### src/design/mspwm_pkg.sv
// ----------------------------------------------------------------------------
// mspwm_pkg - shared types and constants of the software PWM engine
// Action and status codes, table size and the field widths.
// ----------------------------------------------------------------------------
package mspwm_pkg;

  localparam int CHANNELS = 8;
  localparam int SLOT_W   = (CHANNELS > 1) ? $clog2(CHANNELS) : 1;
  localparam int CNT_W    = 24;
  localparam int PIN_W    = 7;
  localparam logic [CNT_W-1:0] TICK_RATE_RESET = 24'd8000;

  typedef enum logic [2:0] {
    ACT_TICK    = 3'd0,
    ACT_ADD     = 3'd1,
    ACT_PULSE_H = 3'd2,
    ACT_PULSE_L = 3'd3,
    ACT_REMOVE  = 3'd4
  } action_t;

  typedef enum logic [2:0] {
    ST_OK        = 3'd0,
    ST_NO_SLOT   = 3'd1,
    ST_RANGE     = 3'd2,
    ST_RESOLUTION = 3'd3,
    ST_NOT_FOUND = 3'd4
  } status_t;

  typedef struct packed {
    logic [2:0]       action;
    logic [PIN_W-1:0] pin;
    logic [CNT_W-1:0] frequency;
    logic [6:0]       duty;
    logic [CNT_W-1:0] pulse_ticks;
    logic [CNT_W-1:0] dead_ticks;
  } cmd_t;

  typedef struct packed {
    logic             is_status;
    logic [2:0]       status;
    logic             drive_valid;
    logic [PIN_W-1:0] drive_pin;
    logic             level;
    logic             last;
  } res_t;

  // 100 / d for d in 1..99: the largest q with q * d not above 100
  function automatic logic [6:0] pct_quot(input logic [6:0] d);
    logic [6:0] q;
    q = 7'd1;
    for (int k = 1; k <= 100; k++) begin
      if (14'(d) * 14'(k) <= 14'd100) begin
        q = 7'(k);
      end
    end
    return q;
  endfunction

endpackage

### src/design/mspwm_if.sv
// ----------------------------------------------------------------------------
// mspwm_if - valid/ready channel carrying one payload beat
// Generic stream interface with source and sink views.
// ----------------------------------------------------------------------------
interface mspwm_if #(parameter type payload_t = logic) (input logic clk);
  logic     valid;
  logic     ready;
  payload_t data;
  modport source (output valid, output data, input ready);
  modport sink   (input valid, input data, output ready);
endinterface

### src/design/mspwm_div.sv
// ----------------------------------------------------------------------------
// mspwm_div - radix-2 restoring divider
// Divides a 24-bit dividend by a 31-bit divisor, one quotient bit a cycle.
// ----------------------------------------------------------------------------
module mspwm_div (
  input  logic        clk,
  input  logic        rst,
  input  logic        start,
  input  logic [23:0] dividend,
  input  logic [30:0] divisor,
  output logic        done,
  output logic [23:0] quotient
);
  logic [23:0] num;
  logic [30:0] den;
  logic [31:0] rem;
  logic [4:0]  cnt;
  logic        busy;
  logic [31:0] trial;

  assign trial = {rem[30:0], num[23]};

  always_ff @(posedge clk) begin
    if (rst) begin
      busy <= 1'b0;
      done <= 1'b0;
    end else begin
      done <= 1'b0;
      if (start) begin
        busy <= 1'b1;
        cnt  <= 5'd0;
        rem  <= '0;
        num  <= dividend;
        den  <= divisor;
      end else if (busy) begin
        // shift in one dividend bit, subtract when it fits
        if (trial >= {1'b0, den}) begin
          rem <= trial - {1'b0, den};
          num <= {num[22:0], 1'b1};
        end else begin
          rem <= trial;
          num <= {num[22:0], 1'b0};
        end
        cnt <= cnt + 5'd1;
        if (cnt == 5'd23) begin
          busy <= 1'b0;
          done <= 1'b1;
        end
      end
    end
  end

  assign quotient = num;
endmodule

### src/design/multichannel_soft_pwm_engine_core.sv
// A tick walks the slots one per cycle while the pending beat can move on, and passes
// through S_WAITD after each slot that toggles; an add runs two serial divisions before
// its beat; other commands walk the slot table at most once before the beat.
// Throughput: one item at a time; in_ch.ready is low while an item is in work.
// Results pass a pending beat and a one-beat output register; hold while both are full.
// Reset (rst, synchronous): all slots disabled with zero state, tick_rate 8000.
// ----------------------------------------------------------------------------
// multichannel_soft_pwm_engine_core - multichannel software PWM engine
// Slot table with a sequencer that walks slots and a shared divider.
// ----------------------------------------------------------------------------
module multichannel_soft_pwm_engine_core (
  input  logic clk,
  input  logic rst,
  mspwm_if.sink   in_ch,
  mspwm_if.source out_ch,
  input  logic        cfg_valid,
  output logic        cfg_ready,
  input  logic [23:0] cfg_data
);
  import mspwm_pkg::*;

  typedef enum logic [7:0] {
    S_IDLE   = 8'b00000001,
    S_SCAN   = 8'b00000010,  // walk slots for select/remove
    S_TICK   = 8'b00000100,  // walk slots for tick
    S_DIVH   = 8'b00001000,
    S_DIVL   = 8'b00010000,
    S_FINISH = 8'b00100000,
    S_EMIT   = 8'b01000000,  // load the status beat
    S_WAITD  = 8'b10000000
  } state_t;

  state_t state;
  cmd_t   cmd;
  logic [CNT_W-1:0] tick_rate;

  logic [CHANNELS-1:0] slot_enable, slot_phase;
  logic [PIN_W-1:0]    slot_pin  [CHANNELS];
  logic [CNT_W-1:0]    slot_high [CHANNELS];
  logic [CNT_W-1:0]    slot_low  [CHANNELS];
  logic [CNT_W-1:0]    slot_cnt  [CHANNELS];

  logic [SLOT_W:0]   idx;     // walk index, one bit wider than slot index
  logic [SLOT_W-1:0] sel;
  logic [SLOT_W-1:0] cur;
  logic              cur_hit;
  logic              later_fire;
  logic [CNT_W-1:0]  hi_q;

  // output register
  res_t out_q;
  logic out_v;
  res_t pend;
  logic pend_v;
  logic pend_take;
  logic pend_free;
  logic fire_now;
  logic pend_load;

  // divider
  logic        div_start, div_done;
  logic [30:0] div_den;
  logic [23:0] div_q;
  logic [6:0]  dh, dl;

  assign dh      = pct_quot(cmd.duty);
  assign dl      = pct_quot(7'(7'd100 - cmd.duty));
  assign cur     = idx[SLOT_W-1:0];
  assign cur_hit = (cmd.action == ACT_REMOVE) ? (slot_pin[cur] == cmd.pin)
                 : (!slot_enable[cur] || slot_pin[cur] == cmd.pin);

  // A tick beat is the last one when no later slot reaches zero on this walk;
  // later slots are still untouched while the walk sits at cur.
  always_comb begin
    later_fire = 1'b0;
    for (int k = 0; k < CHANNELS; k++) begin
      if (k > int'(cur) && slot_enable[k] && slot_cnt[k] == '0) begin
        later_fire = 1'b1;
      end
    end
  end

  mspwm_div u_div (
    .clk(clk), .rst(rst), .start(div_start), .dividend(tick_rate),
    .divisor(div_den), .done(div_done), .quotient(div_q)
  );

  // pending beat moves on when the output register is empty or taken
  assign pend_take = pend_v && (!out_v || out_ch.ready);
  assign pend_free = !pend_v || pend_take;
  assign fire_now  = (state == S_TICK) && pend_free && (idx != (SLOT_W+1)'(CHANNELS))
                  && slot_enable[cur] && (slot_cnt[cur] == '0);
  assign pend_load = fire_now || (state == S_EMIT);

  assign in_ch.ready = (state == S_IDLE) && !pend_v;
  // take a tick_rate write only with nothing in flight and no item offered
  assign cfg_ready   = (state == S_IDLE) && !pend_v && !out_v && !in_ch.valid;
  assign out_ch.valid = out_v;
  assign out_ch.data  = out_q;

  function automatic res_t mk_status(input logic [2:0] st);
    res_t r;
    r = '0;
    r.is_status = 1'b1;
    r.status    = st;
    r.last      = 1'b1;
    return r;
  endfunction

  // output register: load a pending beat when empty or taken
  always_ff @(posedge clk) begin
    if (rst) begin
      out_v <= 1'b0;
    end else if (!out_v || out_ch.ready) begin
      out_v <= pend_v;
      out_q <= pend;
    end
  end

  always_ff @(posedge clk) begin
    if (rst) begin
      pend_v <= 1'b0;
    end else if (pend_load) begin
      pend_v <= 1'b1;
    end else if (pend_take) begin
      pend_v <= 1'b0;
    end
  end

  always_ff @(posedge clk) begin
    if (rst) begin
      state       <= S_IDLE;
      tick_rate   <= TICK_RATE_RESET;
      slot_enable <= '0;
      slot_phase  <= '0;
      div_start   <= 1'b0;
      for (int k = 0; k < CHANNELS; k++) begin
        slot_pin[k]  <= '0;
        slot_high[k] <= '0;
        slot_low[k]  <= '0;
        slot_cnt[k]  <= '0;
      end
    end else begin
      div_start <= 1'b0;
      case (state)
        S_IDLE: begin
          if (cfg_valid && cfg_ready) begin
            tick_rate <= cfg_data;
          end
          if (in_ch.valid && in_ch.ready) begin
            cmd <= in_ch.data;
            idx <= '0;
            if (in_ch.data.action == ACT_TICK) begin
              state <= S_TICK;
            end else if (in_ch.data.action <= ACT_REMOVE) begin
              state <= S_SCAN;
            end
          end
        end
        S_TICK: begin
          // one slot per cycle, with a stop in S_WAITD after a toggle; hold while the pending beat cannot move on
          if (pend_free) begin
            if (idx == (SLOT_W+1)'(CHANNELS)) begin
              state <= S_IDLE;
            end else begin
              if (slot_enable[cur]) begin
                if (slot_cnt[cur] != '0) begin
                  slot_cnt[cur] <= slot_cnt[cur] - CNT_W'(1);
                end else begin
                  slot_cnt[cur]   <= slot_phase[cur] ? slot_low[cur] : slot_high[cur];
                  slot_phase[cur] <= !slot_phase[cur];
                  pend <= '{is_status: 1'b0, status: ST_OK, drive_valid: 1'b1,
                            drive_pin: slot_pin[cur], level: !slot_phase[cur],
                            last: !later_fire};
                  state  <= S_WAITD;
                end
              end
              idx <= idx + (SLOT_W+1)'(1);
            end
          end
        end
        S_WAITD: begin
          // pause the walk so the fresh pending beat can move on toward the output register
          state <= S_TICK;
        end
        S_SCAN: begin
          if (idx == (SLOT_W+1)'(CHANNELS)) begin
            pend   <= mk_status((cmd.action == ACT_REMOVE) ? ST_NOT_FOUND : ST_NO_SLOT);
            state  <= S_EMIT;
          end else if (cur_hit) begin
            sel <= cur;
            slot_enable[cur] <= 1'b0;
            slot_phase[cur]  <= 1'b0;
            state <= S_FINISH;
            if (cmd.action == ACT_REMOVE) begin
              pend  <= mk_status(ST_OK);
              state <= S_EMIT;
            end else if (cmd.action == ACT_ADD) begin
              if (cmd.duty > 7'd100 || cmd.frequency == '0) begin
                pend  <= mk_status(ST_RANGE);
                state <= S_EMIT;
              end else if (cmd.duty == 7'd0 || cmd.duty == 7'd100) begin
                slot_high[cur] <= '0;
                slot_low[cur]  <= '0;
                slot_cnt[cur]  <= '0;
                pend <= '{is_status: 1'b1, status: ST_OK, drive_valid: 1'b1,
                          drive_pin: cmd.pin, level: (cmd.duty == 7'd100),
                          last: 1'b1};
                state <= S_EMIT;
              end else begin
                div_den   <= 31'(cmd.frequency * dh);
                div_start <= 1'b1;
                state     <= S_DIVH;
              end
            end else begin
              slot_high[cur]   <= cmd.pulse_ticks;
              slot_low[cur]    <= cmd.dead_ticks;
              slot_pin[cur]    <= cmd.pin;
              slot_enable[cur] <= 1'b1;
              slot_cnt[cur]    <= (cmd.action == ACT_PULSE_H) ? cmd.dead_ticks
                                                              : cmd.pulse_ticks;
              slot_phase[cur]  <= (cmd.action == ACT_PULSE_H);
              pend <= '{is_status: 1'b1, status: ST_OK, drive_valid: 1'b1,
                        drive_pin: cmd.pin, level: (cmd.action == ACT_PULSE_L),
                        last: 1'b1};
              state <= S_EMIT;
            end
          end else begin
            idx <= idx + (SLOT_W+1)'(1);
          end
        end
        S_DIVH: begin
          if (div_done) begin
            hi_q      <= div_q;
            div_den   <= 31'(cmd.frequency * dl);
            div_start <= 1'b1;
            state     <= S_DIVL;
          end
        end
        S_DIVL: begin
          if (div_done) begin
            slot_high[sel] <= hi_q;
            slot_low[sel]  <= div_q;
            if ({1'b0, hi_q} + {1'b0, div_q} > {1'b0, tick_rate}) begin
              pend <= mk_status(ST_RESOLUTION);
            end else begin
              slot_enable[sel] <= 1'b1;
              slot_pin[sel]    <= cmd.pin;
              slot_cnt[sel]    <= hi_q;
              pend <= mk_status(ST_OK);
            end
            state <= S_EMIT;
          end
        end
        S_EMIT: begin
          // pend is empty here; pend_load presents the status beat
          state  <= S_FINISH;
        end
        S_FINISH: begin
          if (!pend_v) begin
            state <= S_IDLE;
          end
        end
        default: state <= S_IDLE;
      endcase
    end
  end

  a_busy_not_ready: assert property (@(posedge clk) disable iff (rst)
    (state != S_IDLE) |-> !in_ch.ready) else $error("ready while busy");
  a_out_hold: assert property (@(posedge clk) disable iff (rst)
    (out_v && !out_ch.ready) |=> (out_v && $stable(out_q)))
    else $error("output beat changed while stalled");
  a_div_done_in_div: assert property (@(posedge clk) disable iff (rst)
    div_done |-> (state == S_DIVH || state == S_DIVL))
    else $error("divider finished outside a division step");
endmodule

### src/flat_wrapper.sv
// flat-port wrapper written by rule: the top's interface ports become plain ports
module multichannel_soft_pwm_engine_core_flat import mspwm_pkg::*;
  (clk, rst, cfg_valid, cfg_ready, cfg_data, in_ch_valid, in_ch_data, in_ch_ready, out_ch_valid, out_ch_data, out_ch_ready);
  mspwm_if #(.payload_t(cmd_t)) in_ch_i (.clk(clk));
  mspwm_if #(.payload_t(res_t)) out_ch_i (.clk(clk));
  input  logic clk;
  input  logic rst;
  input  logic cfg_valid;
  output logic cfg_ready;
  input  logic [23:0] cfg_data;
  input wire logic [$bits(in_ch_i.valid)-1:0] in_ch_valid;
  input wire logic [$bits(in_ch_i.data)-1:0] in_ch_data;
  output wire logic [$bits(in_ch_i.ready)-1:0] in_ch_ready;
  output wire logic [$bits(out_ch_i.valid)-1:0] out_ch_valid;
  output wire logic [$bits(out_ch_i.data)-1:0] out_ch_data;
  input wire logic [$bits(out_ch_i.ready)-1:0] out_ch_ready;
  assign in_ch_i.valid = in_ch_valid;
  assign in_ch_i.data = in_ch_data;
  assign in_ch_ready = in_ch_i.ready;
  assign out_ch_valid = out_ch_i.valid;
  assign out_ch_data = out_ch_i.data;
  assign out_ch_i.ready = out_ch_ready;
  multichannel_soft_pwm_engine_core u_core (.clk(clk), .rst(rst), .in_ch(in_ch_i), .out_ch(out_ch_i), .cfg_valid(cfg_valid), .cfg_ready(cfg_ready), .cfg_data(cfg_data));
endmodule
### config.mk
export PLATFORM = sky130hd
export DESIGN_NAME = multichannel_soft_pwm_engine_core_flat
export DESIGN_NICKNAME = d
export VERILOG_FILES = /design/src/design/mspwm_pkg.sv /design/src/design/mspwm_if.sv /design/src/design/mspwm_div.sv /design/src/design/multichannel_soft_pwm_engine_core.sv /design/src/flat_wrapper.sv
export SDC_FILE = /design/constraint.sdc
export NUM_CORES = 2
export LEC_CHECK = 0
export ABC_AREA = 0
export ABC_CLOCK_PERIOD_IN_PS = 18450
export BUFFER_PORTS_ARGS = -buffer_cell sky130_fd_sc_hd__buf_2
export CORE_MARGIN = 3
export CORE_UTILIZATION = 45
export DETAILED_ROUTE_END_ITERATION = 6
export SKIP_CTS_REPAIR_TIMING = 1
export SYNTH_ARGS = -nofsm -noshare
export SYNTH_HDL_FRONTEND = slang
export SYNTH_SLANG_ARGS = --single-unit
### constraint.sdc
create_clock -name clk -period 18.45 [get_ports clk]
set_input_delay 2.7675 -clock clk [delete_from_list [all_inputs] [get_ports clk]]
set_output_delay 2.7675 -clock clk [all_outputs]
set_load 0.02 [all_outputs]
==> results.json <==
{
  "fin_util": 0.489,
  "drtAntennaViolNets": 0,
  "start_util": 0.453,
  "ys_types": 121,
  "drv_slew": 0,
  "worst_pin_slew_ns": 1.36,
  "die_area_mm2": 0.230,
  "synthTopCellsByArea": "edfxtp_1, fa_1, ha_1, inv_1, nor2_1",
  "io_pins": 135,
  "dp.cells": 13400,
  "cts_tree": "built",
  "row_count": 173,
  "start_kind": "register",
  "yosys_most_used_dff": "edfxtp_1",
  "worstPathArrival_ns": 16.27,
  "setup_viol": 0,
  "fin_crit_sh": 0.858,
  "area_growth_pct": 7.75,
  "wl_per_cell_um": 27.6,
  "syn_area_mm2": 0.101,
  "cp_max_fo": 26,
  "place_congestion": 1.03,
  "cts_buffers": 98,
  "synth_seq_cells": 958,
  "vias_per_cell": 6.29,
  "nets": 12300,
  "stdcell_count": 13600,
  "synth_common_cells": "inv_1, nor2_1, ha_1",
  "vias": 85400,
  "worstSkewPairLatency_ns": 0.75,
  "status": "complete, no violations",
  "drive_gt1_frac": 0.0824,
  "antenna_found_initial": 22,
  "grt_usage": 0.317,
  "drc": 0,
  "cts.sinks": 958,
  "cp_slowest_cell": "a2111oi_0",
  "synth_fp_nets": 12200,
  "clk_path_buf_depth": 3,
  "critPathMaxStageDelay_ns": 0.97,
  "worstHoldPathType": "reg2reg",
  "cpMostUsedCell": "inv_1",
  "min_period_ns": 15.83,
  "grt_max_degree": 88,
  "htreeDepth": 3,
  "rsz0062_at_grt": "false",
  "portBuffers": 134,
  "overflow": 0,
  "synth.most_common_cell": "inv_1",
  "syn_inst": 10400,
  "hpwl_mm": 288,
  "hold_viol_final": 0,
  "core_area_mm2": 0.223,
  "syn_avg_cell_area_um2": 9.68,
  "die_x_um": 480,
  "drtIter0Drc": 9643,
  "first_global_vias": 84300,
  "cp-end-kind": "register",
  "fmax_mhz": 63.2,
  "path_clk_slew_ns": 0.06,
  "synth_top_area_share": 0.268,
  "first_pass_iters": 6,
  "async_reset_ff_frac": 0,
  "worst_ep_required_time_ns": 18.88,
  "stdcell_area_mm2": 0.109,
  "synth_edf_count": 902,
  "skew_ns": 0.0753,
  "maxCapViolCount": 0,
  "critical_path_class": "reg2reg",
  "dpl_cell_area_mm2": 0.105,
  "synth_area_leader_cell": "edfxtp_1",
  "grt_pass1_wl_mm": 548,
  "wl_mm": 374,
  "die_h_um": 480,
  "setup_tns_ns": 0,
  "ys_seq_area_frac": 0.279,
  "ctsRootBufferMaster": "clkbuf_16",
  "yosys_warnings": 0,
  "relSlewSlack": 0.0893
}
-- stage by stage --
step / setup WS, ns / hold WS [ns]
global placement: 3.27 / 0.406
CTS: 2.84 / 0.376
finish: 2.62 / 0.377
global route: 1.71 / 0.385
floorplan: 5.56 / 0.400
detailed placement: 2.89 / 0.405
-- cells by family (layout without fill, tap and decap cells) --
kind of cell / count (synthesis) / after routing / share of synthesized area
other: 0 / 18 / 0
AO/OA/AOI/OAI: 2210 / 2210 / 0.150
AND/OR/NAND/NOR: 3280 / 3280 / 0.159
buffers and inverters: 1506 / 1645 / 0.0576
multiplexers: 362 / 362 / 0.0597
adder cells (fa/ha/maj): 1664 / 1664 / 0.254
flip-flops: 958 / 958 / 0.279
XOR/XNOR: 452 / 452 / 0.0400
-- sequential cells by signal, indices dropped and copies added, names as in the netlist, 31 cells and up, named ones only --
| register | count |
|---|---|
| u_core.slot_cnt | 192 |
| u_core.cmd | 89 |
| u_core.div_den | 31 |
| u_core.u_div.rem | 31 |
| u_core.u_div.den | 31 |
| u_core.slot_low | 192 |
| u_core.slot_high | 192 |
| u_core.slot_pin | 56 |
-- worst max-delay path: cells and delay by family (launching register included) --
| kind | cells | cell delay, ns |
|---|---|---|
| flip-flops | 1 | 0.36 |
| XOR/XNOR | 1 | 0.13 |
| buffers and inverters | 11 | 2.06 |
| adder cells (fa/ha/maj) | 11 | 5.46 |
| AND/OR/NAND/NOR | 7 | 1.99 |
| AO/OA/AOI/OAI | 15 | 5.52 |
-- cell type report --
cell class	instances	area, µm²
fillers	20700	114000
repair buffers	288	1840
diodes	18	45.0
clock buffers	117	2570
well taps	2975	3720
clock inverters	69	836
inverters	1171	4400
flip-flops and latches	958	28200
multi-input cells	7968	67200
-- placed cells by master, fill, tap and decap left out, types with 35 or more instances in the layout --
cell type  instances
o21bai_1          63
nand3b_1          35
o22ai_1           59
clkbuf_16         98
o31ai_1           61
nor2_1          1086
mux4_2           182
mux2_2            55
and3_1            63
fa_1             643
nor2b_1          131
a21o_1           156
mux2i_1          120
a22oi_1           71
dfxtp_1           52
inv_1           1162
xor2_1           189
a21boi_0          44
edfxtp_1         902
a211oi_1         124
o21a_1            98
or3_1             63
a2111oi_0         40
nand3_1          210
buf_4            153
a31oi_1          105
a21oi_1          462
nor4_1           123
xnor2_1          256
nand2b_1         123
buf_2            134
a211o_1           43
o211ai_1         114
or2_2             50
and2_1           209
o21ai_0          374
nand4_1           78
nor3_1           236
nand2_1          652
ha_1            1019
-- path summary, 6_finish.rpt --
path | cells past startpoint | end | slack [ns] | startpoint
setup / recovery | 45 | u_core.div_den[29]$_DFFE_PP_ | 2.62 | u_core.cmd[49]$_DFFE_PP_
hold / removal | 0 | u_core.out_ch.data[0]$_DFFE_PP_ | 0.38 | u_core.pend[0]$_DFFE_PP_
setup reg to reg | 45 | u_core.div_den[29]$_DFFE_PP_ | 2.62 | u_core.cmd[49]$_DFFE_PP_
hold reg to reg | 0 | u_core.out_ch.data[0]$_DFFE_PP_ | 0.38 | u_core.pend[0]$_DFFE_PP_
-- per-layer routing --
| layer | wire length [µm] | global-route usage | up-vias | part of all wire |
|---|---|---|---|---|
| met5 | 91 | 0 | - | 0.00024 |
| met4 | 21700 | 0.151 | 12 | 0.058 |
| met3 | 35300 | 0.0567 | 940 | 0.094 |
| met2 | 165000 | 0.494 | 4464 | 0.44 |
| met1 | 152000 | 0.427 | 42300 | 0.41 |
| li1 | - | - | 37700 | - |
Power is not shown: default switching activity piles up to over one toggle a cycle in this logic, so the estimate is an artifact.
